**src/tpr_pkg.sv**
```systemverilog
// ----------------------------------------------------------------------------
// tpr_pkg
// Shared constants and types of the passive TCP responder: table size,
// control-bit patterns, reply actions, connection states and the table ports.
// ----------------------------------------------------------------------------
package tpr_pkg;

   localparam int TABLE_ENTRIES = 8;
   localparam int IDX_W         = (TABLE_ENTRIES > 1) ? $clog2(TABLE_ENTRIES) : 1;

   // TCP control-bit patterns
   localparam logic [5:0] FLG_NONE   = 6'h00;
   localparam logic [5:0] FLG_SYN    = 6'h02;
   localparam logic [5:0] FLG_ACK    = 6'h10;
   localparam logic [5:0] FLG_PSHACK = 6'h18;
   localparam logic [5:0] FLG_FINACK = 6'h11;
   localparam logic [5:0] FLG_SYNACK = 6'h12;

   // reply actions
   localparam logic [2:0] ACT_NONE      = 3'd0;
   localparam logic [2:0] ACT_REPLY     = 3'd1;
   localparam logic [2:0] ACT_FIN_PASS  = 3'd2;
   localparam logic [2:0] ACT_ACK_CLOSE = 3'd3;
   localparam logic [2:0] ACT_ACK_STRIP = 3'd4;

   // connection states
   localparam logic [1:0] CS_CLOSED  = 2'd0;
   localparam logic [1:0] CS_ESTAB   = 2'd1;
   localparam logic [1:0] CS_SYNRCVD = 2'd2;

   // configuration register indexes
   localparam logic REG_LOCAL_IP   = 1'b0;
   localparam logic REG_LOCAL_PORT = 1'b1;

   typedef struct packed {
      logic [31:0] peer_addr;
      logic [15:0] peer_port;
      logic [1:0]  conn_state;
   } tbl_entry_type;

   typedef struct packed {
      logic        peer_we;
      logic        expect_we;
      logic        own_we;
      logic        state_we;
      logic [31:0] peer_addr;
      logic [15:0] peer_port;
      logic [47:0] peer_hw;
      logic [1:0]  conn_state;
      logic [31:0] expect_seq;
      logic [31:0] own_seq;
   } tbl_wr_type;

endpackage

```
**src/tpr_conn_table.sv**
```systemverilog
// ----------------------------------------------------------------------------
// tpr_conn_table
// Connection table in flip-flops: one shared read/write pointer, per-field
// write enables, all entries cleared by reset.
// ----------------------------------------------------------------------------
module tpr_conn_table
   import tpr_pkg::*;
(
   input  logic             clock,
   input  logic             reset,
   input  logic [IDX_W-1:0] ptr,
   input  tbl_wr_type       wr,
   output tbl_entry_type    entry
);

   logic [31:0] peer_addr_ff  [TABLE_ENTRIES];
   logic [15:0] peer_port_ff  [TABLE_ENTRIES];
   logic [47:0] peer_hw_ff    [TABLE_ENTRIES];
   logic [1:0]  conn_state_ff [TABLE_ENTRIES];
   logic [31:0] expect_seq_ff [TABLE_ENTRIES];
   logic [31:0] own_seq_ff    [TABLE_ENTRIES];

   always_ff @(posedge clock) begin
      if (reset) begin
         for (int i = 0; i < TABLE_ENTRIES; i++) begin
            peer_addr_ff[i]  <= '0;
            peer_port_ff[i]  <= '0;
            peer_hw_ff[i]    <= '0;
            conn_state_ff[i] <= CS_CLOSED;
            expect_seq_ff[i] <= '0;
            own_seq_ff[i]    <= '0;
         end
      end else begin
         if (wr.peer_we) begin
            peer_addr_ff[ptr] <= wr.peer_addr;
            peer_port_ff[ptr] <= wr.peer_port;
            peer_hw_ff[ptr]   <= wr.peer_hw;
         end
         if (wr.expect_we) begin
            expect_seq_ff[ptr] <= wr.expect_seq;
         end
         if (wr.own_we) begin
            own_seq_ff[ptr] <= wr.own_seq;
         end
         if (wr.state_we) begin
            conn_state_ff[ptr] <= wr.conn_state;
         end
      end
   end

   assign entry.peer_addr  = peer_addr_ff[ptr];
   assign entry.peer_port  = peer_port_ff[ptr];
   assign entry.conn_state = conn_state_ff[ptr];

endmodule

```
**src/tcp_passive_responder.sv**
```systemverilog
// ----------------------------------------------------------------------------
// tcp_passive_responder
// Passive TCP responder: filters parsed segment headers, tracks connections
// and builds one reply header per request.
// ----------------------------------------------------------------------------
// Usage:
//   req_* carries one parsed segment header; it is taken when req_valid is
//   high and req_stall low. rsp_* carries exactly one result per request,
//   also for dropped segments (action none, all fields zero). local_ip and
//   local_port are written over the APB port at byte addresses 0 and 4.
//   Flow: one request at a time. After acceptance come the filter state, a
//   table scan of one entry per cycle (stops at the first peer match or at
//   the last entry), the execute state with the shared sequence adder, and
//   the output state that presents the result. A filtered segment goes from
//   the filter state straight to the output state, as does a segment that
//   finds no peer match and no free entry. The next request is taken in the
//   cycle after the result is taken. The sequential entry scan sets the rate.
//   Reset clears the configuration, the whole connection table and the
//   sequencer state at once; no clearing pass follows.
//   While rsp_stall is high the result holds and req_stall stays high.
// ----------------------------------------------------------------------------
module tcp_passive_responder
   import tpr_pkg::*;
(
   input  logic        clock,
   input  logic        reset,
   // request channel
   input  logic        req_valid,
   output logic        req_stall,
   input  logic [31:0] req_src_ip,
   input  logic [31:0] req_dst_ip,
   input  logic [15:0] req_src_port,
   input  logic [15:0] req_dst_port,
   input  logic [47:0] req_peer_mac_in,
   input  logic [5:0]  req_flags_in,
   input  logic [3:0]  req_header_words,
   input  logic [31:0] req_seq_in,
   input  logic [31:0] req_ack_in,
   input  logic [10:0] req_payload_len,
   input  logic        req_fin_resend,
   input  logic [31:0] req_random_isn,
   // response channel
   output logic        rsp_valid,
   input  logic        rsp_stall,
   output logic [2:0]  rsp_action,
   output logic [2:0]  rsp_conn_index,
   output logic [5:0]  rsp_out_flags,
   output logic [31:0] rsp_out_seq,
   output logic [31:0] rsp_out_ack,
   output logic [31:0] rsp_out_dst_ip,
   output logic [15:0] rsp_out_src_port,
   output logic [15:0] rsp_out_dst_port,
   output logic        rsp_deliver_data,
   output logic [3:0]  rsp_out_header_words,
   // configuration port
   input  logic        psel,
   input  logic        penable,
   input  logic        pwrite,
   input  logic [2:0]  paddr,
   input  logic [31:0] pwdata,
   output logic [31:0] prdata,
   output logic        pready
);

   typedef struct packed {
      logic [2:0]  action;
      logic [2:0]  conn_index;
      logic [5:0]  out_flags;
      logic [31:0] out_seq;
      logic [31:0] out_ack;
      logic [31:0] out_dst_ip;
      logic [15:0] out_src_port;
      logic [15:0] out_dst_port;
      logic        deliver_data;
      logic [3:0]  out_header_words;
   } rsp_type;

   localparam logic [2:0] ST_IDLE  = 3'd0;
   localparam logic [2:0] ST_CHECK = 3'd1;
   localparam logic [2:0] ST_SCAN  = 3'd2;
   localparam logic [2:0] ST_EXEC  = 3'd3;
   localparam logic [2:0] ST_OUT   = 3'd4;

   // configuration
   logic [31:0] local_ip_ff,   local_ip_in;
   logic [15:0] local_port_ff, local_port_in;
   logic        cfg_we;

   // sequencer
   logic [2:0]       state_ff, state_in;
   logic [IDX_W-1:0] ptr_ff, ptr_in;
   logic             free_seen_ff, free_seen_in;
   logic [IDX_W-1:0] free_idx_ff, free_idx_in;
   logic             accept;
   logic             ptr_last;

   // held request
   logic [31:0] src_ip_ff, dst_ip_ff, seq_ff, ack_ff, isn_ff;
   logic [15:0] sport_ff, dst_port_ff;
   logic [47:0] mac_ff;
   logic [5:0]  flags_ff;
   logic [3:0]  hw_ff;
   logic [10:0] plen_ff;
   logic        resend_ff;

   // result
   rsp_type res_ff, res_in;
   rsp_type res_exec;

   // table
   tbl_entry_type entry;
   tbl_wr_type    wr;

   logic [31:0]  key_ip;
   logic [15:0]  key_port;
   logic         key_hit;
   logic [5:0]   eff_flags;
   logic [31:0]  addend;
   logic [31:0]  seq_sum;
   logic [IDX_W+2:0] idx_ext;

   // ---------------------------------------------------------------- config
   assign pready = 1'b1;
   assign cfg_we = psel && penable && pwrite;

   always_comb begin
      local_ip_in   = local_ip_ff;
      local_port_in = local_port_ff;
      if (cfg_we) begin
         case (paddr[2])
            REG_LOCAL_IP:   local_ip_in   = pwdata;
            REG_LOCAL_PORT: local_port_in = pwdata[15:0];
            default: ;
         endcase
      end
   end

   always_comb begin
      case (paddr[2])
         REG_LOCAL_IP:   prdata = local_ip_ff;
         REG_LOCAL_PORT: prdata = {16'h0000, local_port_ff};
         default:        prdata = '0;
      endcase
   end

   always_ff @(posedge clock) begin
      if (reset) begin
         local_ip_ff   <= '0;
         local_port_ff <= '0;
      end else begin
         local_ip_ff   <= local_ip_in;
         local_port_ff <= local_port_in;
      end
   end

   // ---------------------------------------------------------------- request
   assign req_stall = (state_ff != ST_IDLE);
   assign accept    = req_valid && !req_stall;

   always_ff @(posedge clock) begin
      if (accept) begin
         src_ip_ff   <= req_src_ip;
         dst_ip_ff   <= req_dst_ip;
         sport_ff    <= req_src_port;
         dst_port_ff <= req_dst_port;
         mac_ff      <= req_peer_mac_in;
         flags_ff    <= req_flags_in;
         hw_ff       <= req_header_words;
         seq_ff      <= req_seq_in;
         ack_ff      <= req_ack_in;
         plen_ff     <= req_payload_len;
         resend_ff   <= req_fin_resend;
         isn_ff      <= req_random_isn;
      end
   end

   // ---------------------------------------------------------------- table
   tpr_conn_table u_table (
      .clock (clock),
      .reset (reset),
      .ptr   (ptr_ff),
      .wr    (wr),
      .entry (entry)
   );

   // resend looks up the peer by the destination fields
   assign key_ip   = resend_ff ? dst_ip_ff   : src_ip_ff;
   assign key_port = resend_ff ? dst_port_ff : sport_ff;
   assign key_hit  = (entry.peer_addr == key_ip) && (entry.peer_port == key_port);
   assign ptr_last = (ptr_ff == IDX_W'(TABLE_ENTRIES - 1));

   assign eff_flags = resend_ff ? FLG_FINACK : flags_ff;
   assign idx_ext   = {3'b000, ptr_ff};

   // shared sequence adder
   always_comb begin
      case (eff_flags)
         FLG_SYN, FLG_FINACK: addend = 32'd1;
         default:             addend = {21'd0, plen_ff};
      endcase
   end
   assign seq_sum = seq_ff + addend;

   // ---------------------------------------------------------------- execute
   always_comb begin
      res_exec                  = '0;
      res_exec.out_dst_ip       = src_ip_ff;
      res_exec.out_src_port     = local_port_ff;
      res_exec.out_dst_port     = sport_ff;
      res_exec.out_header_words = hw_ff;
      res_exec.out_ack          = seq_sum;
      res_exec.out_seq          = ack_ff;

      wr            = '0;
      wr.peer_addr  = src_ip_ff;
      wr.peer_port  = sport_ff;
      wr.peer_hw    = mac_ff;
      wr.expect_seq = seq_sum;
      wr.own_seq    = ack_ff;
      wr.conn_state = CS_CLOSED;

      case (eff_flags)
         FLG_SYN: begin
            res_exec.out_seq   = isn_ff;
            res_exec.out_flags = FLG_SYNACK;
            res_exec.action    = ACT_REPLY;
            wr.peer_we         = 1'b1;
            wr.expect_we       = 1'b1;
            wr.state_we        = 1'b1;
            wr.conn_state      = CS_SYNRCVD;
         end
         FLG_ACK: begin
            if (entry.conn_state != CS_CLOSED) begin
               wr.expect_we = 1'b1;
               wr.own_we    = 1'b1;
               if (entry.conn_state == CS_ESTAB) begin
                  if (plen_ff != '0) begin
                     res_exec.out_flags    = FLG_ACK;
                     res_exec.deliver_data = 1'b1;
                     res_exec.action       = ACT_REPLY;
                  end
               end else if (entry.conn_state == CS_SYNRCVD) begin
                  wr.state_we   = 1'b1;
                  wr.conn_state = CS_ESTAB;
               end
            end
         end
         FLG_PSHACK: begin
            wr.expect_we       = 1'b1;
            wr.own_we          = 1'b1;
            res_exec.out_flags = FLG_ACK;
            if (plen_ff != '0) begin
               res_exec.deliver_data = 1'b1;
               res_exec.action       = ACT_ACK_STRIP;
            end else begin
               res_exec.action = ACT_REPLY;
            end
         end
         FLG_FINACK: begin
            if (resend_ff) begin
               res_exec.out_seq      = seq_ff;
               res_exec.out_ack      = ack_ff;
               res_exec.out_dst_ip   = dst_ip_ff;
               res_exec.out_src_port = sport_ff;
               res_exec.out_dst_port = dst_port_ff;
               res_exec.out_flags    = FLG_FINACK;
               res_exec.action       = ACT_REPLY;
               wr.state_we           = 1'b1;
               wr.conn_state         = CS_CLOSED;
            end else begin
               res_exec.out_flags = FLG_ACK;
               wr.expect_we       = 1'b1;
               wr.own_we          = 1'b1;
               res_exec.action    = (entry.conn_state == CS_CLOSED) ? ACT_ACK_CLOSE
                                                                    : ACT_FIN_PASS;
            end
         end
         default: ;
      endcase

      // no reply: only the entry number survives
      if (res_exec.action == ACT_NONE) begin
         res_exec = '0;
      end
      res_exec.conn_index = idx_ext[2:0];

      if (state_ff != ST_EXEC) begin
         wr.peer_we   = 1'b0;
         wr.expect_we = 1'b0;
         wr.own_we    = 1'b0;
         wr.state_we  = 1'b0;
      end
   end

   // ---------------------------------------------------------------- sequencer
   always_comb begin
      state_in     = state_ff;
      ptr_in       = ptr_ff;
      free_seen_in = free_seen_ff;
      free_idx_in  = free_idx_ff;
      res_in       = res_ff;

      case (state_ff)
         ST_IDLE: begin
            if (accept) begin
               state_in = ST_CHECK;
            end
         end
         ST_CHECK: begin
            ptr_in       = '0;
            free_seen_in = 1'b0;
            if (!resend_ff && ((dst_ip_ff != local_ip_ff) ||
                               (dst_port_ff != local_port_ff))) begin
               // drop: empty result
               res_in   = '0;
               state_in = ST_OUT;
            end else begin
               state_in = ST_SCAN;
            end
         end
         ST_SCAN: begin
            if (key_hit) begin
               state_in = ST_EXEC;
            end else begin
               if (!free_seen_ff && (entry.conn_state == CS_CLOSED)) begin
                  free_seen_in = 1'b1;
                  free_idx_in  = ptr_ff;
               end
               if (ptr_last) begin
                  if (free_seen_ff) begin
                     ptr_in   = free_idx_ff;
                     state_in = ST_EXEC;
                  end else if (entry.conn_state == CS_CLOSED) begin
                     state_in = ST_EXEC;
                  end else begin
                     res_in   = '0;
                     state_in = ST_OUT;
                  end
               end else begin
                  ptr_in = IDX_W'(ptr_ff + 1'b1);
               end
            end
         end
         ST_EXEC: begin
            res_in   = res_exec;
            state_in = ST_OUT;
         end
         ST_OUT: begin
            if (!rsp_stall) begin
               state_in = ST_IDLE;
            end
         end
         default: begin
            state_in = ST_IDLE;
         end
      endcase
   end

   always_ff @(posedge clock) begin
      if (reset) begin
         state_ff     <= ST_IDLE;
         free_seen_ff <= 1'b0;
      end else begin
         state_ff     <= state_in;
         free_seen_ff <= free_seen_in;
      end
   end

   always_ff @(posedge clock) begin
      ptr_ff      <= ptr_in;
      free_idx_ff <= free_idx_in;
      res_ff      <= res_in;
   end

   // ---------------------------------------------------------------- response
   assign rsp_valid            = (state_ff == ST_OUT);
   assign rsp_action           = res_ff.action;
   assign rsp_conn_index       = res_ff.conn_index;
   assign rsp_out_flags        = res_ff.out_flags;
   assign rsp_out_seq          = res_ff.out_seq;
   assign rsp_out_ack          = res_ff.out_ack;
   assign rsp_out_dst_ip       = res_ff.out_dst_ip;
   assign rsp_out_src_port     = res_ff.out_src_port;
   assign rsp_out_dst_port     = res_ff.out_dst_port;
   assign rsp_deliver_data     = res_ff.deliver_data;
   assign rsp_out_header_words = res_ff.out_header_words;

   // ---------------------------------------------------------------- checks
   a_accept_starts_check: assert property (@(posedge clock) disable iff (reset)
      accept |=> (state_ff == ST_CHECK))
      else $error("accepted request did not enter the filter cycle");

   a_no_reply_is_empty: assert property (@(posedge clock) disable iff (reset)
      (rsp_valid && (rsp_action == ACT_NONE)) |->
         ((rsp_out_flags == FLG_NONE) && !rsp_deliver_data && (rsp_out_seq == '0)))
      else $error("empty result carries reply fields");

   a_deliver_action: assert property (@(posedge clock) disable iff (reset)
      (rsp_valid && rsp_deliver_data) |->
         ((rsp_action == ACT_REPLY) || (rsp_action == ACT_ACK_STRIP)))
      else $error("data delivery without an ACK reply");

   a_table_write_in_exec: assert property (@(posedge clock) disable iff (reset)
      (wr.peer_we || wr.expect_we || wr.own_we || wr.state_we) |->
         (state_ff == ST_EXEC))
      else $error("table written outside the execute cycle");

   a_result_held: assert property (@(posedge clock) disable iff (reset)
      ($past(rsp_valid) && $past(rsp_stall) && !$past(reset)) |->
         (rsp_valid && $stable(res_ff)))
      else $error("stalled result changed");

endmodule
```
**config.mk**
```make
export PLATFORM = sky130hd
export DESIGN_NAME = tcp_passive_responder
export DESIGN_NICKNAME = d
export VERILOG_FILES = /design/src/tpr_pkg.sv /design/src/tpr_conn_table.sv /design/src/tcp_passive_responder.sv
export SDC_FILE = /design/constraint.sdc
export NUM_CORES = 1
export LEC_CHECK = 0
export BUFFER_PORTS_ARGS = -buffer_cell sky130_fd_sc_hd__buf_2
export CAP_MARGIN = 40
export CORE_MARGIN = 2
export CORE_UTILIZATION = 48
export CTS_CLUSTER_SIZE = 14
export DETAILED_ROUTE_END_ITERATION = 7
export PLACE_DENSITY = 0.68
export SETUP_SLACK_MARGIN = 0.15
export SLEW_MARGIN = 10
export SYNTH_ARGS = -nofsm -noshare
export SYNTH_HDL_FRONTEND = slang
export SYNTH_HIERARCHICAL = 1
export SYNTH_SLANG_ARGS = --single-unit
```
**constraint.sdc**
```tcl
create_clock -name clock -period 22.2 [get_ports clock]
set_input_delay 5.55 -clock clock [delete_from_list [all_inputs] [get_ports clock]]
set_output_delay 5.55 -clock clock [all_outputs]
set_load 0.1 [all_outputs]
```
==> flow_summary_export.csv <==
group,metric,value,unit
critical_path,max_stage_delay,0.54,ns
grt,grt_busiest_layer,"met2",
critical_path,crit_path_start_kind,"primary input",
grt,grt_pass1_vias,22300,
clocking,ctsLongestPathBuffers,3,
cells_and_area,final_cell_count_no_fill,3893,
placed_design,io_buffers,429,
critical_path,crit_required,16.65,ns
floorplanning,start_util,48.6,%
critical_path,cp-startpoint,"paddr[2]",
sta,hold_violations,0,
critical_path,cp_common_cell,"buf_2",
sta,relSlewSlack,39.7,%
cells_and_area,n_fill_cell,5787,
floorplanning,die_height,276,µm
sta,setup_viol,0,
route,dr.pass1.iters,6,
grt,globalRouteOverflowTotal,0,
power,p_leak,16.0,nW
sta,fin_crit_sh,56.7,%
cells_and_area,drive_gt1_share,26.8,%
synth,syn_inst,2422,
synth,ys_warn_count,6,
sta,fin_skew,0.0432,ns
route,first_iter_violations,2429,
critical_path,reg2reg_depth,12,
clocking,clk_pin_slew,0.06,ns
cells_and_area,final_cell_mix,"edfxtp_1 (762), buf_2 (429), and2_1 (397), nand2_1 (217), nor2_1 (124)",
critical_path,r2r_end,"rsp_out_dst_port[7]",
cells_and_area,multiInputGateArea,11000,µm²
clocking,ctsHoldBuffers,0,
floorplanning,die-area,76400,µm²
route,ant_nets,0,
clocking,root_buffer,"clkbuf_16",
power,p_comb_share,16.2,%
grt,grt_util_met2,42.9,%
placed_design,hpwl,69100,µm
route,drt_wl_total,105000,µm
power,netSwitchingFraction,28.9,%
power,power_frac_seq,47.3,%
placed_design,place.gp.congestion,0.871,
power,pwr-share-clk,36.5,%
sta,fmax,79.4,MHz
critical_path,path_class,"primary input to output pin",
grt,met3_usage,6.14,%
floorplanning,coreArea,73200,µm²
worst_hold_path,holdCritStartpoint,"local_ip_ff[21]",
critical_path,worstPathCellList,"buf_2 > nor2b_1 > buf_2",
power,power_density,94.3,nW/µm²
sta,setup-tns-final,0,ns
sta,period_needed,12.59,ns
clocking,clock_sinks,814,
route,routedWlPerCell,26.9,µm
floorplanning,row_count,99,
grt,grt_antenna_before_repair,19,
placed_design,place_ws,9.69,ns
sta,tightest_slew,0.905,ns
placed_design,post-place-cells,3720,
sta,rsz0062_at_grt,"no",
grt,grt_pass1_wl,150000,µm
clocking,cts_inserted_buffers,86,
cells_and_area,mostFrequentLayoutCell,"edfxtp_1",
synth,syn_area,35600,µm²
synth,synth.avg_cell_area,14.7,µm²
cells_and_area,layout.area.seq,23900,µm²
worst_hold_path,hold_path.class,"flop to flop",
clocking,cts_tree,"done",
floorplanning,num_io_pins,484,
route,vias,22600,
power,power.switching,1.14,mW
clocking,post_cts_buffers,0,
critical_path,path_delay_family,"buffers and inverters",
floorplanning,die_w,276,µm
grt,grt_use_met1,36.3,%
clocking,clk-insertion-delay-late,0.67,ns
clocking,cts_resized,0,
clocking,cts_max_level,3,
run,drv_cap,0,
status,status,"finished clean",
critical_path,crit_end,"prdata[30]",
critical_path,critPathArrivalTime,7.04,ns
power,max-vdd-ir-drop,0.0628,mV
grt,grt_max_degree,73,
critical_path,slowest_stage,"nor2b_1",
sta,slew_violations,0,
critical_path,end_kind,"output pin",
critical_path,r2r_start,"ptr_ff[0]",
critical_path,worst-path-buf-inv,2,
critical_path,cp.depth,3,
sta,fin_ws,9.61,ns
critical_path,r2r_slack,16.43,ns
cells_and_area,fin_nets,3168,
route,via_per_inst,5.80,
cells_and_area,syn_to_final_growth,17.4,%
grt,grt_usage,26.9,%
route,drc,0,
critical_path,cp_max_fo,35,
power,p_int,2.80,mW
[routing by layer]
layer,part of all wire [%],routed length (µm)
met5,0.083,87
met4,3.6,3790
met3,11,11100
met2,47,49500
met1,38,40300
[how the worst min path moves through the flow]
stage,end,slack [ns],cells past startpoint
2_1_floorplan,local_ip_ff[18],0.46,2
3_3_place_gp,local_ip_ff[21],0.47,2
3_5_place_dp,local_ip_ff[20],0.47,2
4_1_cts,local_ip_ff[20],0.48,2
5_1_grt,local_ip_ff[22],0.50,2
6_report,local_ip_ff[21],0.49,2
[power by group through the flow]
stage	clock network [mW]	logic, mW	registers, mW
detailed placement	0	0.635	1.89
CTS	1.45	0.638	1.86
global placement	0	0.615	1.89
finish	1.44	0.638	1.86
global route	1.51	0.666	1.87
floorplan	0	0.306	2.03
[layout make-up]
cell class	instances	area share, %
Inverter	9	0.0808
Clock buffer	107	5.39
Timing Repair Buffer	481	6.72
Tap cell	959	2.87
Sequential cell	814	57.2
Multi-Input combinational cell	1458	26.3
Clock inverter	53	1.34
Antenna cell	12	0.0719
[worst register-to-register path: stages, from the launching register on]
cell,delay (ns)
edfxtp_1,0.34
buf_4,0.37
buf_12,0.30
buf_4,0.72
mux4_2,0.62
mux2_2,0.29
xnor2_1,0.19
nor4_1,0.66
nand4_1,0.19
nor3_2,0.55
nand3b_1,0.26
nand2_4,0.33
buf_4,0.52
[metrics by stage]
| step | util [%] | hold WS, ns | power, mW | cell area [µm²] |
|---|---|---|---|---|
| 2_1_floorplan | - | 0.456 | 2.34 | 35600 |
| 3_3_place_gp | 52.6 | 0.469 | 2.51 | 38500 |
| 3_5_place_dp | 53.2 | 0.472 | 2.53 | 38900 |
| 4_1_cts | 57.0 | 0.480 | 3.95 | 41800 |
| 5_1_grt | 57.1 | 0.503 | 4.05 | 41800 |
| 6_report | 57.1 | 0.485 | 3.94 | 41800 |
[state kept, by name (all words and copies together), names as in the netlist, 4 cells and up]
register,count
seq_ff,32
rsp_out_seq,32
dst_ip_ff,32
ack_ff,32
rsp_out_src_port,16
u_table/conn_state_ff,16
rsp_out_ack,32
rsp_out_header_words,4
rsp_out_dst_port,16
src_ip_ff,32
sport_ff,16
rsp_out_dst_ip,32
hw_ff,4
plen_ff,11
local_ip_ff,32
dst_port_ff,16
flags_ff,6
u_table/peer_addr_ff,256
isn_ff,32
local_port_ff,16
u_table/peer_port_ff,128
No activity file was read; power rests on OpenSTA's default activity.
